## src/rtl/msp_ram.sv

```systemverilog
// Generic simple dual-port RAM with registered read data.
// No dependencies.
module msp_ram #(
  parameter int WIDTH = 2,
  parameter int DEPTH = 2048,
  localparam int AW = (DEPTH > 1) ? $clog2(DEPTH) : 1
) (
  input  logic             clk,
  input  logic             we,
  input  logic [AW-1:0]    waddr,
  input  logic [WIDTH-1:0] wdata,
  input  logic             re,
  input  logic [AW-1:0]    raddr,
  output logic [WIDTH-1:0] rdata
);

  logic [WIDTH-1:0] mem [DEPTH];

  always_ff @(posedge clk) begin
    if (we) begin
      mem[waddr] <= wdata;
    end
    if (re) begin
      rdata <= mem[raddr];
    end
  end

endmodule

```

## config.mk

```make
export PLATFORM = sky130hd
export DESIGN_NAME = msp_ram
export DESIGN_NICKNAME = d
export VERILOG_FILES = /design/src/rtl/msp_ram.sv
export SDC_FILE = /design/constraint.sdc
export NUM_CORES = 2
export LEC_CHECK = 0
export BUFFER_PORTS_ARGS = -buffer_cell sky130_fd_sc_hd__buf_2
export CAP_MARGIN = 20
export CORE_UTILIZATION = 33
export CTS_CLUSTER_SIZE = 12
export DETAILED_ROUTE_END_ITERATION = 8
export PLACE_DENSITY_LB_ADDON = 0.2
export SETUP_SLACK_MARGIN = 0.1
export SYNTH_ARGS = -nofsm -noshare
export SYNTH_HDL_FRONTEND = slang
export SYNTH_SLANG_ARGS = --single-unit
```

## constraint.sdc

```tcl
create_clock -name clk -period 8.7 [get_ports clk]
set_clock_uncertainty 0.1 [all_clocks]
set_input_delay 0.435 -clock clk [delete_from_list [all_inputs] [get_ports clk]]
set_output_delay 0.435 -clock clk [all_outputs]
set_load 0.01 [all_outputs]
```

==> summary.md <==
| Metric | Value |
|---|---|
| Gpl congestion | 0.8240 |
| Final ANT Viol Nets | 0 |
| Io pins | 29 |
| Hold Vio Cnt, Final | 0 |
| Switching power | 0.009181 W |
| Slowest-stage cell, CP | nor4_1 |
| Sw Share | 0.2238 |
| Routed len/inst | 31.89 µm |
| RR Startpoint | mem[273][0] |
| Nets | ~10000 |
| Slew HR | -0.03717 |
| Initial Utilization | 0.3314 |
| Cell count of the worst reg-to-reg path | 12 |
| Via/cell ratio | 5.567 |
| Asr flop ratio synth | 0 |
| Internal power | 0.03185 W |
| Final non-filler cell total | 17180 |
| Sequential-to-total area share from yosys stat | 0.7290 |
| Vias in the first global route | approximately 98000 |
| Cts hold-fix bufs | 3 |
| Outcome | complete, but fails checks |
| Number of max-cap violations | 0 |
| Slew at the pin with the worst max-slew slack | around 1.6 ns |
| Final min period | 4.585 ns |
| Total Wirelength | 547900 µm |
| Critical path endpoint | rdata[0] |
| R2R setup slack | 4.93 ns |
| Commonest non-fill, non-tap cell in the layout | edfxtp_1 |
| Seq pwr share | 0.530 |
| DRC | 0 |
| Die Width | 717.2 µm |
| Total CTS buffers | 429 |
| First-pass DRT Iterations | 6 |
| Root buffer cell | clkbuf_16 |
| Yosys top cell by area | edfxtp_1 |
| Hold WC Path Type | in -> reg |
| Mapped Cells | 10170 |
| Initial DRC Count | approximately 11000 |
| Post-synthesis net count | ~10000 |
| Clk slew on worst S/H paths | 0.06 ns |
| Setup Crit Path Kind | in -> reg |
| Slowest stage delay, CP | 0.93 ns |
| Placed cell count | roughly 16000 |
| Layout cells sized above 1 | 0.1531 |
| Hold Startpoint | waddr[2] |
| EDFF count, synth | approximately 4000 |
| Post-DP HPWL | 318900 µm |
| Clock power share | 0.421 |
| Clock Sink Count | 4098 |
| Crit end category | flip-flop |
| Critical Path Start | raddr[3] |
| Layout area overhead | 12.26% |
| Post-synth top area share | 0.7290 |
| Skew-Pair Late Insertion Delay | 1.04 ns |
| Die Span Y | 717.2 µm |
| PwrDens | 216.5 nW/µm² |
| CP Cell Sequence | buf_2 > buf_4 > nor2b_1 > nand2_1 > buf_4 > nor3_1 > nor4_1 > nand4_1 > nor4_1 > buf_4 > o311ai_1 > buf_2 > nor4_1 > or3_1 |
| Final setup violation count | 0 |
| Ys Warns | 0 |
| Placed cell area | 176300 µm² |
| Failing checks | max-slew violations |
| FF-to-FF End | rdata[0] |
| Synth top area cells | edfxtp_1, mux4_2, nor2_1 |
| Peak VDD IR | 0.1872 mV |
| Largest net degree at the start of global routing | 225 |
| CP Data Arrival Time | around 5.4 ns |
| CP Data Required Time | 9.49 ns |
| Grt ovf | 0 |
| Worst Setup Start Kind | input port |
| FP Rows | 262 |
| Setup tns final | 0 ns |
| Slew Viols, Final | 131 |
| Mapped Area | 168800 µm² |
| Initial antenna violation count | 56 |
| LEAKAGE | 57.50 nW |
| Syn Area/Cell | roughly 17 µm² |
| First-pass GRT wire length | 760900 µm |
| Placeable Area | 509400 µm² |
| Setup bufs post-CTS | 0 |
| Die ar. | roughly 510000 µm² |
| H-tree levels | 5 |
| Unrepaired setup endpoints after global routing | no |
| CTS tree | done |
| Combinational fraction of design power | 0.049 |
| Synth Flop Type | edfxtp_1 |
| Fmax | 0.2181 GHz |
| Period utilization | 0.5270 |
| Via count | 95630 |
| Port Buffers | 28 |
| Worst-path fanout max | just under 50 |
| Post-synth cell types | 80 |
| Most frequent cells in the layout | edfxtp_1, nor2_1, mux2i_1 |
| Deepest clock path buffer count | 4 |
| Yosys reg bits | 4098 |
| GRT Total Usage | 0.2086 |
| Resized cells post-CTS | 0 |
| Design Area, Final | 189500 µm² |
[metrics by stage]
step           power, W  setup slack, ns  hold WS (ns)  utilization
2_1_floorplan   0.02323            5.684        0.4339            -
3_3_place_gp    0.02416            2.618        0.7851       0.3447
3_5_place_dp    0.02419            3.142        0.7895       0.3462
4_1_cts         0.04130            4.220       0.05133       0.3714
5_1_grt         0.04213            3.994        0.1254       0.3719
6_report        0.04103            4.115        0.1179       0.3720
[per-layer routing]
layer	vias up	track usage	wire (µm)
met1	50980	0.2829	225600
met5	-	0.001774	178
met2	4084	0.3416	261900
met3	850	0.03649	42430
met4	12	0.06572	17760
li1	39710	-	-
[cells in the mapped netlist, types with 9 or more instances]
cell type and n:
a2111oi_0 25, a211o_1 9, a211oi_1 63, a21oi_1 149, a31oi_1 19, and2_1 19, and3_1 11, buf_1 112
buf_12 15, buf_2 88, buf_4 27, buf_6 104, buf_8 42, clkbuf_1 446, clkbuf_4 9, clkbuf_8 9
edfxtp_1 4098, mux2_2 22, mux2i_1 798, mux4_1 26, mux4_2 612, nand2_1 228, nand3_1 81, nand4_1 26
nor2_1 2181, nor2b_1 12, nor3_1 163, nor3b_1 10, nor4_1 61, o21ai_0 123, o221ai_1 251, o22ai_1 178
o31ai_1 15, o32ai_1 10, or3_1 11, or4_1 11
[sequential cells by signal (all words and copies together), names as in the netlist]
register,count
mem,4096
rdata,2
[logic make-up (layout without fill, tap and decap cells)]
kind of cell / count (synthesis) / count (layout) / synth area share
compound gates: 910 / 910 / 0.03776
buf+inv: 857 / 1107 / 0.02995
flops: 4098 / 4098 / 0.7290
mux: 1459 / 1459 / 0.1346
other cells: 0 / 24 / 0
simple gates: 2850 / 2850 / 0.06868
[how the worst min path moves through the flow]
stage                        end  slack [ns]  cells past startpoint
floorplan              mem[0][0]        0.43                      0
global placement        rdata[1]        0.79                      1
detailed placement      rdata[1]        0.79                      1
CTS                 mem[1504][1]        0.05                      4
global route        mem[1504][1]        0.13                      4
finish              mem[1504][1]        0.12                      4
[layout make-up]
| class | instances | area, µm² |
|---|---|---|
| fill | 47380 | 319900 |
| sequential | 4098 | 123100 |
| multi-input combinational | 5219 | 41320 |
| clock buffer | 549 | 11310 |
| tap | 6732 | 8423 |
| timing repair buffer | 345 | 3761 |
| clock inverter | 209 | 1529 |
| antenna | 24 | 60.06 |
| inverter | 4 | 27.53 |
[critical path: cells and delay by family]
family	cells	cell delay (ns)
AOI/OAI and AO/OA	1	0.08
buffers and inverters	5	1.54
and+or+nand+nor	8	3.18
[power groups by stage]
stage                     logic [W]  registers, W  clock network [W]
after floorplan             0.00108        0.0221                  0
after global placement      0.00200        0.0222                  0
after detailed placement    0.00203        0.0222                  0
after CTS                   0.00204        0.0217             0.0175
after global routing        0.00213        0.0217             0.0183
final                       0.00203        0.0217             0.0173
Power figures use the tool's default switching activity.
