### src/rtl/msp_pkg.sv
// Shared types and codes for the MIDI sustain pedal emulator.
// No dependencies; imported by every module of the block except msp_ram.
package msp_pkg;

  localparam logic [3:0] TYPE_NOTE_OFF = 4'h8;
  localparam logic [3:0] TYPE_NOTE_ON  = 4'h9;
  localparam logic [3:0] TYPE_CTRL     = 4'hB;
  localparam logic [6:0] SUSTAIN_CC    = 7'd64;
  localparam logic [1:0] MSG_FULL      = 2'd3;
  localparam logic [1:0] MSG_EMPTY     = 2'd0;

  localparam logic [1:0] NOTE_OFF  = 2'd0;
  localparam logic [1:0] NOTE_ON   = 2'd1;
  localparam logic [1:0] NOTE_HELD = 2'd2;

  localparam int IN_W  = 24;
  localparam int OUT_W = 48;

  typedef struct packed {
    logic [7:0] status_byte;
    logic [6:0] data_first;
    logic [6:0] data_second;
    logic [1:0] msg_length;
  } msg_t;

  typedef struct packed {
    logic [7:0] a_status;
    logic [6:0] a_data1;
    logic [6:0] a_data2;
    logic [1:0] a_length;
    logic [7:0] b_status;
    logic [6:0] b_data1;
    logic [6:0] b_data2;
    logic       last;
  } res_t;

endpackage

### src/rtl/msp_outreg.sv
// Output register stage for result beats.
// Depends on msp_pkg for the result type.
module msp_outreg
  import msp_pkg::*;
(
  input  logic clk,
  input  logic rst,
  input  logic res_valid,
  input  res_t res,
  output logic res_ready,
  output logic out_valid,
  output res_t out_res,
  input  logic out_ready
);

  assign res_ready = !out_valid || out_ready;

  always_ff @(posedge clk) begin
    if (rst) begin
      out_valid <= 1'b0;
    end else if (res_ready) begin
      out_valid <= res_valid;
    end
  end

  always_ff @(posedge clk) begin
    if (res_ready && res_valid) begin
      out_res <= res;
    end
  end

endmodule

### config.mk
export PLATFORM = sky130hd
export DESIGN_NAME = msp_outreg
export DESIGN_NICKNAME = d
export VERILOG_FILES = /design/src/rtl/msp_pkg.sv /design/src/rtl/msp_outreg.sv
export SDC_FILE = /design/constraint.sdc
export NUM_CORES = 1
export LEC_CHECK = 0
export ABC_AREA = 1
export BUFFER_PORTS_ARGS = -buffer_cell sky130_fd_sc_hd__buf_4
export CAP_MARGIN = 40
export CORE_ASPECT_RATIO = 0.5
export CORE_MARGIN = 2
export CORE_UTILIZATION = 40
export DETAILED_ROUTE_END_ITERATION = 10
export PLACE_DENSITY = 0.78
export SETUP_SLACK_MARGIN = 0.3
export SLEW_MARGIN = 0
export SYNTH_ARGS = -nofsm -noshare
export SYNTH_HDL_FRONTEND = slang
export SYNTH_SLANG_ARGS = --single-unit
### constraint.sdc
create_clock -name clk -period 4.3 [get_ports clk]
set_input_delay 0.645 -clock clk [delete_from_list [all_inputs] [get_ports clk]]
set_output_delay 0.645 -clock clk [all_outputs]
set_load 0.005 [all_outputs]
==> metrics.txt, run 1 <==
crit path DAT 1.04 ns; P_int between 0.7 and 0.8 mW; grt ovf 0; max-slew violations 0; Seq/Total Area, Yosys 98.1%; CTS HTree Levels 2; vias per inst 4.26; DIE AREA roughly 4200 um^2; Inserted Clock Buffers 5; worst slew pin tran 0.555 ns; first-pass GRT wire length 4120 um; Synth Area per Inst 27.5 um^2; most frequent cells in the layout buf_4 (100), edfxtp_1 (47), clkbuf_8 (5); Core Area 3470 um^2; clock root buffer clkbuf_8; Setup crit end kind output port; CTS tree yes; Pwr Total approximately 0.9 mW; Final Cell Area around 2400 um^2; CTS sink count 48; delay-heaviest family, CP buffers and inverters; CP Cell Sequence buf_4 -> inv_2 -> nand2_2 -> buf_4; status completed; RSZ-0062 raised after global routing no; Nets 211; final hold slack 0.498 ns; total number of yosys warnings 0; Hold Fails Final Rpt 0; Die W 89.4 um; setup ws final ~2.6 ns; setup slack after placement ~2.5 ns; Clk network pwr share 28.6%; Post-Synthesis Cells 53; worst relative slew slack approximately 63%; 1st-iter DRT viols 61; Fin Setup TNS 0 ns; I/O Buffers 99; number of max-cap violations 0; Clock Latency Late Sink 0.30 ns; Final period util around two fifths; min-delay worst type in2reg; R2R depth 2; P_sw 0.185 mW; Cell Count, Final, Fillers Out between 200 and 250; routed len/inst 14.9 um; Longest Clk Path Bufs 2; Final Util 68.3%; area grow syn2layout 62.6%; ant diodes 0; critical path's slowest cell buf_4; initial antenna violation count 0; WP depth 4; Buf/Inv on CP 3; FMAX 595 MHz; Site Rows 15; post-route ant nets 0; vias in the first global route 826; Starting Density 42.0%; Clock transition at path regs 0.08 ns; largest net degree at the start of global routing 48; post-CTS resize count 0; Logic pwr share 10.1%; post-CTS setup buffers 0; I/O pin count 100; Tmin final 1.68 ns; skew final 0.00712 ns; CP Class in2out; Hold Path Stages 2; sequential share of power 61.3%; chip height 46.7 um; # setup viols final 0; crit-path max cell delay 0.14 ns; synthesized cell area 1460 um^2; Worst Path Required 3.65 ns; Peak VDD IR 0.000216 V; CP Max Fanout 2; dpl cell area ~2300 um^2; DP HPWL ~2500 um; post-route DRC violation count 0; share of layout cells above drive strength 1 68.9%; Placed Cells incl. Taps around 200; routed wire length 3170 um; Post-Syn Nets 104; Power Dens Cells 380 nW/um^2; leakage 0.998 nW; drt pass-1 iters 6; Hold-fix buffers, CTS 0; commonest non-fill, non-tap cell in the layout buf_4; GRT Overall Usage roughly 15%; Net Sw Frac around a fifth; startpoint class of the critical path input pin; Seq cells post-synth 48; gpl congestion 0.656; Synth cell types 7; vias post-DR ~900; most frequent CP cell buf_4
worst register-to-register path, stage by stage (launching register included):
cell	delay [ns]
dfxtp_1	0.36
a21oi_4	0.14
buf_4	0.48
cell usage after synthesis, drive strengths merged:
cell type	count	area share, %
inv	2	0.51
a21oi	2	0.94
nand2	1	0.43
edfxtp	47	97
dfxtp	1	1.4
flip-flops by register name, indices dropped and copies added, names as in the netlist:
register / cells
out_res: 47
out_valid: 1
final cells by class:
cell class,instances,area [um^2]
flip-flops and latches,48,1430
fillers,247,1100
repair buffers,100,751
clock buffers,5,68.8
well taps,51,63.8
multi-input cells,3,31.3
clock inverters,3,18.8
inverters,2,7.51
metal layers:
layer | part of all wire (%) | up-vias | GRT usage [%]
met3 | 3.8 | 6 | 5.56
met5 | 0 | - | 0
met4 | 1.8 | 0 | 8.36
met1 | 33 | 451 | 13.5
met2 | 61 | 28 | 28.6
li1 | - | 419 | -
power groups by stage:
| stage | logic (mW) | clock network, mW | registers, mW |
|---|---|---|---|
| after floorplan | 0.00970 | 0 | 0.569 |
| after global placement | 0.0901 | 0 | 0.563 |
| after detailed placement | 0.0928 | 0 | 0.564 |
| after CTS | 0.0928 | 0.264 | 0.554 |
| after global routing | 0.0978 | 0.279 | 0.556 |
| final | 0.0914 | 0.258 | 0.553 |
worst paths after layout:
| path | from | slack (ns) | endpoint |
|---|---|---|---|
| max | out_ready | 2.62 | res_ready |
| min | rst | 0.50 | out_valid |
| max reg2reg | out_valid | 2.95 | out_res[0] |
| min reg2reg | out_valid | 0.53 | out_valid |
cell families after synthesis:
logic type | synth area share [%]
compound gates | 0.943
buf+inv | 0.514
flops | 98.1
simple gates | 0.429
Power figures use the tool's default switching activity.
==> run 2, diff against run 1 <==
CORE_UTILIZATION = 36   (was 40)
PLACE_DENSITY = 0.74   (was 0.78)
clock period = 1.51 ns   (was 4.3 ns; I/O delays follow)
==> metrics.txt, run 2 (synthesis gave the netlist of run 1 again) <==
largest net degree at the start of global routing 48; Clock Latency Late Sink approximately 0.30 ns; area grow syn2layout 65.1%; clock root buffer clkbuf_8; status completed; vias per inst 4.27; 1st-iter DRT viols 41; DIE AREA between 4000 and 5000 um^2; vias in the first global route 899; chip height 49.0 um; Starting Density around 37%; number of max-cap violations 0; flip-flop count of the largest register after layout 47; commonest non-fill, non-tap cell in the layout buf_4; Clk network pwr share between 30% and 40%; post-route ant nets 0; CTS HTree Levels 2; FMAX 915 MHz; Hold Fails Final Rpt 0; Filler Cell Count approximately 290; ant diodes 0; I/O pin count 100; RSZ-0062 raised after global routing no; Net Sw Frac about a fifth; startpoint class of the critical path flip-flop; worst slew pin tran 0.247 ns; CP Cell Sequence nand2_2 -> buf_4; skew final 0.00695 ns; post-CTS setup buffers 0; Longest Clk Path Bufs 2; Final period util 72.3%; Power Dens Cells approximately 1100 nW/um^2; Worst Path Required approximately 1.3 ns; CTS sink count 48; final hold slack 0.0668 ns; R2R Path Start out_valid; leakage 1.02 nW; most frequent cells in the layout buf_4 (99), edfxtp_1 (47), clkbuf_8 (5); drt pass-1 iters 4; Tmin final 1.09 ns; routed len/inst 16.2 um; Final Cell Area between 2000 and 2500 um^2; Core Area 3900 um^2; Hold Path Stages 2; R2R depth 2; initial antenna violation count 0; R2R Setup Slk 0.43 ns; Peak VDD IR 0.000410 V; delay-heaviest family, CP flip-flops; vias post-DR 917; Cell Count, Final, Fillers Out 215; P_int around 2.2 mW; post-CTS resize count 0; Site Rows 16; Setup crit end kind output port; max-slew violations 0; post-route DRC violation count 0; Biggest register out_res; Nets 211; critical path's slowest cell dfxtp_2; CP Class reg2out; P_sw 0.522 mW; Hold-fix buffers, CTS 0; crit-path max cell delay 0.37 ns; dpl cell area 2300 um^2; CTS tree yes; biggest regs out_res: 47 flops, out_valid: 1 flops; Logic pwr share between 10% and 20%; setup ws final between 0.4 and 0.5 ns; setup slack after placement about 0.38 ns; Min-Delay Startpoint rst; Die W 94.0 um; Placed Cells incl. Taps between 200 and 250; sequential share of power 57.7%; I/O Buffers 99; min-delay worst type in2reg; GRT Overall Usage 15.5%; Hold Path End out_valid; share of layout cells above drive strength 1 68.9%; R2R Path End out_res[17]; crit path DAT between 0.8 and 0.9 ns; gpl congestion 0.708; worst relative slew slack 83.5%; Buf/Inv on CP 1; routed wire length 3490 um; Inserted Clock Buffers 5; grt ovf 0; # setup viols final 0; first-pass GRT wire length 5060 um; DP HPWL between 2000 and 3000 um; CP Max Fanout 3; Clock transition at path regs ~0.08 ns
==> run 2: cell types whose count changed in the layout (fill, tap and decap cells not counted), sizes merged <==
| cell | delta |
|---|---|
| clkinv | +1 |
| clkinvlp | -2 |
| bufinv | +1 |
==> run 2: power by group through the flow <==
stage	Clock (mW)	Combinational, mW	Sequential [mW]
after global routing	0.944	0.286	1.59
after CTS	0.902	0.275	1.58
after detailed placement	0	0.274	1.61
after global placement	0	0.268	1.60
final	0.884	0.273	1.58
after floorplan	0	0.0306	1.62
==> run 2: per-stage QoR <==
stage	util, %	total power, mW	TNS (ns)
after global placement	59.0	1.87	0
after CTS	61.7	2.75	0
after detailed placement	59.0	1.88	0
after global routing	61.7	2.82	0
final	61.7	2.73	0
after floorplan	-	1.65	-2.60
==> run 2: per-layer routing <==
layer | global-route usage (%) | vias up | share of wire (%)
li1 | - | 419 | -
met1 | 19.0 | 475 | 37
met2 | 25.6 | 15 | 58
met3 | 4.64 | 8 | 3.1
met4 | 7.00 | 0 | 1.9
met5 | 0 | - | 0
==> run 2: layout make-up <==
cell class | count | area (um^2) | share of cell area (%)
clock buffer | 5 | 68.8 | 2.86
tap | 54 | 67.6 | 2.81
timing repair buffer | 100 | 763 | 31.7
multi-input combinational | 3 | 31.3 | 1.30
inverter | 2 | 7.51 | 0.312
clock inverter | 3 | 37.5 | 1.56
sequential | 48 | 1430 | 59.5
==> run 2: how the worst max path moves through the flow <==
stage                   start           to  depth (start not counted)
floorplan           out_valid   out_res[0]                          1
global placement    out_ready   out_res[2]                          4
detailed placement  res_valid  out_res[45]                          4
CTS                 out_valid    res_ready                          2
global route        out_valid    res_ready                          2
finish              out_valid    res_ready                          2
