[src/rtl/msp_pkg.sv]
// Shared types and codes for the MIDI sustain pedal emulator.
// No dependencies; imported by every module of the block except msp_ram.
package msp_pkg;

  localparam logic [3:0] TYPE_NOTE_OFF = 4'h8;
  localparam logic [3:0] TYPE_NOTE_ON  = 4'h9;
  localparam logic [3:0] TYPE_CTRL     = 4'hB;
  localparam logic [6:0] SUSTAIN_CC    = 7'd64;
  localparam logic [1:0] MSG_FULL      = 2'd3;
  localparam logic [1:0] MSG_EMPTY     = 2'd0;

  localparam logic [1:0] NOTE_OFF  = 2'd0;
  localparam logic [1:0] NOTE_ON   = 2'd1;
  localparam logic [1:0] NOTE_HELD = 2'd2;

  localparam int IN_W  = 24;
  localparam int OUT_W = 48;

  typedef struct packed {
    logic [7:0] status_byte;
    logic [6:0] data_first;
    logic [6:0] data_second;
    logic [1:0] msg_length;
  } msg_t;

  typedef struct packed {
    logic [7:0] a_status;
    logic [6:0] a_data1;
    logic [6:0] a_data2;
    logic [1:0] a_length;
    logic [7:0] b_status;
    logic [6:0] b_data1;
    logic [6:0] b_data2;
    logic       last;
  } res_t;

endpackage

[src/rtl/msp_ctrl.sv]
// Sequencer: clear pass, note read-modify-write, pass-through, sustain release scan and flush.
// Depends on msp_pkg; drives the note state RAM and the output register.
module msp_ctrl
  import msp_pkg::*;
#(
  parameter int CHANNELS = 16,
  parameter int NOTES = 128,
  localparam int DEPTH = CHANNELS * NOTES,
  localparam int AW = (DEPTH > 1) ? $clog2(DEPTH) : 1
) (
  input  logic          clk,
  input  logic          rst,
  input  logic          in_valid,
  input  msg_t          in_msg,
  output logic          in_ready,
  output logic          ram_we,
  output logic [AW-1:0] ram_waddr,
  output logic [1:0]    ram_wdata,
  output logic          ram_re,
  output logic [AW-1:0] ram_raddr,
  input  logic [1:0]    ram_rdata,
  output logic          res_valid,
  output res_t          res,
  input  logic          res_ready
);

  localparam int CW = (CHANNELS > 1) ? $clog2(CHANNELS) : 1;
  localparam int NW = $clog2(NOTES);

  localparam logic [2:0] ST_CLEAR = 3'd0;
  localparam logic [2:0] ST_IDLE  = 3'd1;
  localparam logic [2:0] ST_NOTE  = 3'd2;
  localparam logic [2:0] ST_PASS  = 3'd3;
  localparam logic [2:0] ST_SCAN  = 3'd4;
  localparam logic [2:0] ST_FLUSH = 3'd5;

  function automatic logic [AW-1:0] addr_of(logic [CW-1:0] c, logic [NW-1:0] n);
    return AW'(int'(c) * NOTES + int'(n));
  endfunction

  logic [2:0]          state;
  logic [AW-1:0]       clr_cnt;
  logic [CHANNELS-1:0] flags;
  logic [NW:0]         issue_n;
  logic                s1_valid;
  logic [NW-1:0]       s1_note;
  logic                buf_valid;
  logic                buf_full;
  logic [NW-1:0]       buf_a;
  logic [NW-1:0]       buf_b;
  msg_t                msg;

  logic          accept;
  logic [3:0]    in_type;
  logic [3:0]    in_ch;
  logic          in_ch_ok;
  logic          in_is_note;
  logic          in_is_cc;
  logic [3:0]    msg_type;
  logic [3:0]    msg_ch;
  logic [CW-1:0] ch_idx;
  logic          note_on;
  logic          held;
  logic          proc;
  logic          scan_issue;
  logic          scan_end;
  logic          note_done;

  assign in_ready = (state == ST_IDLE);
  assign accept   = in_valid && in_ready;
  assign in_type  = in_msg.status_byte[7:4];
  assign in_ch    = in_msg.status_byte[3:0];
  assign in_ch_ok = ({1'b0, in_ch} < 5'(CHANNELS));
  assign in_is_note = in_msg.status_byte[7] && in_ch_ok
                   && (in_type == TYPE_NOTE_OFF || in_type == TYPE_NOTE_ON)
                   && ({1'b0, in_msg.data_first} < 8'(NOTES));
  assign in_is_cc = in_msg.status_byte[7] && in_ch_ok && (in_type == TYPE_CTRL)
                 && (in_msg.data_first == SUSTAIN_CC);

  assign msg_type = msg.status_byte[7:4];
  assign msg_ch   = msg.status_byte[3:0];
  assign ch_idx   = msg_ch[CW-1:0];
  assign note_on  = (msg_type == TYPE_NOTE_ON) && (msg.data_second != 7'd0);

  assign held       = s1_valid && (ram_rdata == NOTE_HELD);
  assign proc       = s1_valid && (!held || !(buf_valid && buf_full) || res_ready);
  assign scan_issue = (state == ST_SCAN) && (issue_n != (NW+1)'(NOTES))
                   && !(s1_valid && !proc);
  assign scan_end   = (issue_n == (NW+1)'(NOTES)) && !s1_valid;

  assign ram_re    = (accept && in_is_note) || scan_issue;
  assign ram_raddr = (state == ST_SCAN) ? addr_of(ch_idx, issue_n[NW-1:0])
                                        : addr_of(in_ch[CW-1:0], in_msg.data_first[NW-1:0]);

  always_comb begin
    ram_we    = 1'b0;
    ram_waddr = addr_of(ch_idx, msg.data_first[NW-1:0]);
    ram_wdata = NOTE_OFF;
    res_valid = 1'b0;
    res       = '0;
    note_done = 1'b0;
    unique case (state)
      ST_CLEAR: begin
        ram_we    = 1'b1;
        ram_waddr = clr_cnt;
      end
      ST_NOTE: begin
        if (note_on) begin
          res_valid      = 1'b1;
          res.a_length   = MSG_FULL;
          res.a_data1    = msg.data_first;
          res.last       = 1'b1;
          if (ram_rdata == NOTE_OFF) begin
            res.a_status = {TYPE_NOTE_ON, msg_ch};
            res.a_data2  = msg.data_second;
          end else begin
            res.a_status = {TYPE_NOTE_OFF, msg_ch};
            res.b_status = {TYPE_NOTE_ON, msg_ch};
            res.b_data1  = msg.data_first;
            res.b_data2  = msg.data_second;
          end
          ram_we    = res_ready;
          ram_wdata = NOTE_ON;
          note_done = res_ready;
        end else if (ram_rdata != NOTE_ON) begin
          note_done = 1'b1;
        end else if (flags[ch_idx]) begin
          ram_we    = 1'b1;
          ram_wdata = NOTE_HELD;
          note_done = 1'b1;
        end else begin
          res_valid    = 1'b1;
          res.a_status = {TYPE_NOTE_OFF, msg_ch};
          res.a_data1  = msg.data_first;
          res.a_length = MSG_FULL;
          res.last     = 1'b1;
          ram_we       = res_ready;
          note_done    = res_ready;
        end
      end
      ST_PASS: begin
        res_valid    = 1'b1;
        res.a_status = msg.status_byte;
        res.a_data1  = (msg.msg_length >= 2'd2) ? msg.data_first : 7'd0;
        res.a_data2  = (msg.msg_length == MSG_FULL) ? msg.data_second : 7'd0;
        res.a_length = msg.msg_length;
        res.last     = 1'b1;
      end
      ST_SCAN: begin
        ram_we    = proc && held;
        ram_waddr = addr_of(ch_idx, s1_note);
        res_valid = held && buf_valid && buf_full;
        res.a_status = {TYPE_NOTE_OFF, msg_ch};
        res.a_data1  = 7'(buf_a);
        res.a_length = MSG_FULL;
        res.b_status = {TYPE_NOTE_OFF, msg_ch};
        res.b_data1  = 7'(buf_b);
      end
      ST_FLUSH: begin
        res_valid    = buf_valid;
        res.a_status = {TYPE_NOTE_OFF, msg_ch};
        res.a_data1  = 7'(buf_a);
        res.a_length = MSG_FULL;
        res.last     = 1'b1;
        if (buf_full) begin
          res.b_status = {TYPE_NOTE_OFF, msg_ch};
          res.b_data1  = 7'(buf_b);
        end
      end
      default: begin
        res = '0;
      end
    endcase
  end

  always_ff @(posedge clk) begin
    if (rst) begin
      state     <= ST_CLEAR;
      clr_cnt   <= '0;
      flags     <= '0;
      issue_n   <= '0;
      s1_valid  <= 1'b0;
      buf_valid <= 1'b0;
      buf_full  <= 1'b0;
    end else begin
      unique case (state)
        ST_CLEAR: begin
          clr_cnt <= clr_cnt + 1'b1;
          if (clr_cnt == AW'(DEPTH - 1)) begin
            state <= ST_IDLE;
          end
        end
        ST_IDLE: begin
          if (accept) begin
            priority if (!in_msg.status_byte[7]) begin
              state <= ST_IDLE;
            end else if (in_is_note) begin
              state <= ST_NOTE;
            end else if (in_is_cc) begin
              if (in_msg.data_second[6]) begin
                flags[in_ch[CW-1:0]] <= 1'b1;
              end else begin
                flags[in_ch[CW-1:0]] <= 1'b0;
                issue_n   <= '0;
                s1_valid  <= 1'b0;
                buf_valid <= 1'b0;
                buf_full  <= 1'b0;
                state     <= ST_SCAN;
              end
            end else if (in_msg.msg_length != MSG_EMPTY) begin
              state <= ST_PASS;
            end else begin
              state <= ST_IDLE;
            end
          end
        end
        ST_NOTE: begin
          if (note_done) begin
            state <= ST_IDLE;
          end
        end
        ST_PASS: begin
          if (res_ready) begin
            state <= ST_IDLE;
          end
        end
        ST_SCAN: begin
          if (scan_issue) begin
            issue_n  <= issue_n + 1'b1;
            s1_valid <= 1'b1;
          end else if (proc) begin
            s1_valid <= 1'b0;
          end
          if (proc && held) begin
            if (!buf_valid) begin
              buf_valid <= 1'b1;
              buf_full  <= 1'b0;
            end else begin
              buf_full  <= !buf_full;
            end
          end
          if (scan_end) begin
            state <= ST_FLUSH;
          end
        end
        ST_FLUSH: begin
          if (!buf_valid || res_ready) begin
            state <= ST_IDLE;
          end
        end
        default: begin
          state <= ST_IDLE;
        end
      endcase
    end
  end

  always_ff @(posedge clk) begin
    if (accept) begin
      msg <= in_msg;
    end
    if (scan_issue) begin
      s1_note <= issue_n[NW-1:0];
    end
    if (state == ST_SCAN && proc && held) begin
      if (!buf_valid || buf_full) begin
        buf_a <= s1_note;
      end else begin
        buf_b <= s1_note;
      end
    end
  end

  assert property (@(posedge clk) disable iff (rst)
    (state == ST_CLEAR) |-> (ram_we && ram_wdata == NOTE_OFF))
    else $error("clear pass must write every entry off");

  assert property (@(posedge clk) disable iff (rst)
    (state == ST_SCAN && ram_we) |-> (s1_valid && ram_wdata == NOTE_OFF))
    else $error("release scan wrote without a held note in flight");

  assert property (@(posedge clk) disable iff (rst)
    (state == ST_SCAN && res_valid) |-> !res.last)
    else $error("paired beat during the scan marked final");

  assert property (@(posedge clk) disable iff (rst)
    (state == ST_SCAN) |-> !flags[ch_idx])
    else $error("sustain flag still set during release");

  assert property (@(posedge clk) disable iff (rst)
    (state == ST_FLUSH && res_valid) |-> (res.last && res.a_status != 8'd0))
    else $error("flush beat must be final and carry a note-off");

endmodule

[config.mk]
export PLATFORM = sky130hd
export DESIGN_NAME = msp_ctrl
export DESIGN_NICKNAME = d
export VERILOG_FILES = /design/src/rtl/msp_pkg.sv /design/src/rtl/msp_ctrl.sv
export SDC_FILE = /design/constraint.sdc
export NUM_CORES = 1
export LEC_CHECK = 0
export BUFFER_PORTS_ARGS = -buffer_cell sky130_fd_sc_hd__buf_2
export CAP_MARGIN = 5
export CORE_MARGIN = 2
export CORE_UTILIZATION = 54
export CTS_BUF_LIST = sky130_fd_sc_hd__clkbuf_16
export DETAILED_ROUTE_END_ITERATION = 16
export HOLD_SLACK_MARGIN = 0.15
export PLACE_DENSITY_LB_ADDON = 0.12
export SKIP_CTS_REPAIR_TIMING = 1
export SYNTH_ARGS = -nofsm -noshare
export SYNTH_HDL_FRONTEND = slang
export SYNTH_SLANG_ARGS = --single-unit
export TNS_END_PERCENT = 30
[constraint.sdc]
create_clock -name clk -period 2.67 [get_ports clk]
set_input_delay 0.4005 -clock clk [delete_from_list [all_inputs] [get_ports clk]]
set_output_delay 0.4005 -clock clk [all_outputs]
set_load 0.1 [all_outputs]
==> flow_summary.yaml <==
worst_setup_path:
  cp.arrival_ps: 2690
  critical_path_peak_fanout: 7
  critical_path_class: "reg -> out"
  max_stage_delay_ps: 580
  crit_slowest_cell: "sky130_fd_sc_hd__mux4_2"
  critical_path.endpoint_type: "output port"
  slack_of_the_worst_reg_to_reg_path_ps: 220
  timing.critical_path.required_ps: 2270
  startpoint_type: "flop"
  path_cells: "mux4_2 > nor2_4 > nor4b_4 > nand3b_1 > a31oi_2 > buf_4 > and2_4 > buf_12"
synth:
  syn_inst: 498
  number_of_enable_type_register_cells_in_the_synthesized_netlist: 45
  postSynth.topFlopCell: "sky130_fd_sc_hd__edfxtp_1"
  post_synth_most_frequent_cells: "sky130_fd_sc_hd__nand2_1 (79), sky130_fd_sc_hd__nor2_1 (53), sky130_fd_sc_hd__edfxtp_1 (45), sky130_fd_sc_hd__dfxtp_1 (41), sky130_fd_sc_hd__and2_1 (26)"
  post-synth-top-count-cell: "sky130_fd_sc_hd__nand2_1"
  yosysUniqueCellTypes: 67
  synth_seq_cells: 86
  yosysWarningCount: 0
  synthXorXnorAreaFrac: 0.0282
  ys_async_sr_fraction: 0
  synth.top_cells.by_area: "sky130_fd_sc_hd__edfxtp_1 (29%), sky130_fd_sc_hd__dfxtp_1 (18%), sky130_fd_sc_hd__nand2_1 (6.4%), sky130_fd_sc_hd__nor2_1 (4.3%), sky130_fd_sc_hd__and2_1 (3.5%)"
  syn-mean-instance-area_um2: 9.35
  synth_fa_ha_area_frac: 0.0134
  synth.yosys.seq_area_share: 0.467
  synthDominantAreaCellType: "sky130_fd_sc_hd__edfxtp_1"
  dominant_combinational_cell_family_by_area_after_synthesis: "simple AND/OR/NAND/NOR gates"
  mappedNetlistArea_um2: 4650
  muxShareOfSynthArea: 0.0586
  area_fraction_of_the_dominant_cell_type_after_synthesis: 0.290
  synthSimpleGateAreaFrac: 0.265
  compound_gate_portion_of_the_synthesized_area: 0.130
timing:
  unrepaired_setup_endpoints_after_global_routing: "true"
  report.final.slew_viol_count: 0
  finalCriticalPeriod_ps: 3090
  final.hold.worst_slack_ps: 241
  worst_slew_margin: 0.502
  setup_tns_ps: -8490
  hold_viol_final: 0
  tightestPinTransition_ps: 745
  finalWorstSetupSlack_ps: -418
  worst_clock_skew_ps: 3.08
  fmax_mhz: 324
  period_share: 1.16
  setup_violations_final: 45
routing:
  routed_wl_um: 15000
  vias: 4463
  detail_route.wl_per_cell_um: 20.5
  first_pass_iters: 5
  drt-vias-per-instance: 6.11
  number_of_drc_markers_in_iteration_0: 419
  drt_drc: 0
  final_antenna_violating_net_count: 0
finish:
  synthToLayoutAreaGrowth_pct: 49.9
  n_antenna_cell: 0
  fin_nets: 656
  layout.cells.non_filler: 731
  drive_above_1_share: 0.364
  postLayoutCoreUtil: 0.840
  fillers: 448
pwr:
  power_switching_share: 0.463
  power.share.combinational: 0.486
  netSwitchingPower_mw: 2.54
  internal_power_mw: 2.94
  power_frac_seq: 0.310
  power_frac_clock: 0.204
  power-per-cell-area_nw_per_um2: 785
  peak_ir_drop_on_the_vdd_network_uv: 678
  power.leakage_nw: 2.67
outcome:
  status: "complete, but fails checks"
  failed_checks: "setup timing"
floorplanning:
  row_count: 33
  die_width_um: 96.8
  number_of_top_level_pins: 105
  die-area_um2: 9380
  core_area_um2: 8300
  initial_utilization: 0.561
  die_h_um: 96.8
global_route:
  grt_antenna_before_repair: 0
  grt_util_all_layers: 0.302
  grt_max_degree: 31
  grt_first_pass_wirelength_um: 22700
  via_count_of_the_first_global_routing_pass: 4371
  grt_remaining_overflow: 0
place:
  placed_wire_length_estimate_after_detailed_placement_um: 10500
  io_buffer_count: 102
  gp_routability_congestion: 0.937
  place.detailed.instances: 709
clock_tree:
  cts_root_buffer: "sky130_fd_sc_hd__clkbuf_16"
  cts_tree: "done"
  path_clk_slew_ps: 60
  cts-buffers-inserted: 9
  clock_tree.buffer_depth: 2
  cts_sinks: 86
  clock_latency_ps: 340
  clock_tree.htree_level_count: 3
worst_hold_path:
  min_path_type: "in -> reg"
flow_run:
  cap_violations: 0
==> cells by family (layout without fill, tap and decap cells) <==
group                      Yosys count  after routing
xor gates and xnor gates            15             15
and+or+nand+nor                    234            234
adders and majority gates            5              5
DFF                                 86             86
muxes                               24             24
buffers and inverters               40            167
AOI/OAI and AO/OA                   93             93
other                                1              2
==> per-stage QoR <==
stage                     power, mW  setup WS, ps  cell area, µm²
after floorplan                3.45          -706            4820
after global placement         4.18          -160            6470
after detailed placement       4.23          -181            6470
after CTS                      5.32          -556            6730
after global routing           5.62          -495            6980
final                          5.48          -418            6980
==> per-layer routing <==
layer / routed length, µm / share of wire / vias to the layer above / GRT usage
li1: - / - / 2008 / -
met5: 0 / 0 / - / 0
met2: 7580 / 0.51 / 280 / 0.502
met3: 1390 / 0.092 / 32 / 0.0578
met4: 354 / 0.024 / 0 / 0.131
met1: 5660 / 0.38 / 2143 / 0.385
==> cell usage in the layout (no fill, tap or decap), types with 3 or more instances in the layout <==
master / instances
sky130_fd_sc_hd__a21oi_1: 20
sky130_fd_sc_hd__a22oi_1: 7
sky130_fd_sc_hd__and2_1: 7
sky130_fd_sc_hd__and2_4: 18
sky130_fd_sc_hd__and3_1: 6
sky130_fd_sc_hd__buf_12: 62
sky130_fd_sc_hd__buf_2: 40
sky130_fd_sc_hd__buf_4: 32
sky130_fd_sc_hd__buf_6: 3
sky130_fd_sc_hd__clkbuf_16: 9
sky130_fd_sc_hd__clkinv_2: 3
sky130_fd_sc_hd__dfxtp_1: 41
sky130_fd_sc_hd__edfxtp_1: 45
sky130_fd_sc_hd__ha_1: 5
sky130_fd_sc_hd__inv_1: 14
sky130_fd_sc_hd__mux2_2: 4
sky130_fd_sc_hd__mux2i_1: 16
sky130_fd_sc_hd__nand2_1: 77
sky130_fd_sc_hd__nand2b_1: 18
sky130_fd_sc_hd__nand3_1: 4
sky130_fd_sc_hd__nand4_1: 6
sky130_fd_sc_hd__nor2_1: 42
sky130_fd_sc_hd__nor2_2: 7
sky130_fd_sc_hd__nor2_4: 5
sky130_fd_sc_hd__nor2b_1: 3
sky130_fd_sc_hd__nor3_1: 7
sky130_fd_sc_hd__nor3_2: 4
sky130_fd_sc_hd__nor3_4: 3
sky130_fd_sc_hd__nor4_1: 3
sky130_fd_sc_hd__o2111ai_1: 3
sky130_fd_sc_hd__o211ai_1: 7
sky130_fd_sc_hd__o21a_1: 3
sky130_fd_sc_hd__o21ai_0: 3
sky130_fd_sc_hd__o21ai_1: 21
sky130_fd_sc_hd__o22ai_4: 7
sky130_fd_sc_hd__xnor2_1: 6
sky130_fd_sc_hd__xor2_1: 9
==> final cells by class <==
class,instances,area (µm²),share of cell area
Sequential cell,86,2170,0.311
Tap cell,105,131,0.0188
Timing Repair Buffer,139,1750,0.250
Inverter,12,45.0,0.00646
Multi-Input combinational cell,373,2620,0.376
Clock buffer,9,225,0.0323
Clock inverter,7,33.8,0.00484
==> worst max-delay path, delay by kind of cell, from the launching register on <==
| family | cells | cell delay (ps) |
|---|---|---|
| AND/OR/NAND/NOR | 4 | 630 |
| multiplexers | 1 | 580 |
| flip-flops | 1 | 520 |
| buffers and inverters | 2 | 340 |
| AO/OA/AOI/OAI | 1 | 270 |
==> power groups by stage <==
stage          clock network, mW  logic, mW  registers [mW]
3_5_place_dp                   0       2.52            1.71
5_1_grt                     1.15       2.76            1.71
3_3_place_gp                   0       2.48            1.69
6_report                    1.12       2.66            1.70
2_1_floorplan                  0       1.81            1.64
4_1_cts                     1.10       2.54            1.68
==> path summary, 6_finish.rpt <==
check,from,end,depth (start not counted)
hold reg to reg,flop,flop,2
hold / removal,in_msg[5],msg[5],1
setup / recovery,ch_idx[0],res[41],8
setup reg to reg,ch_idx[0],state[0],8
Power figures use the tool's default switching activity.
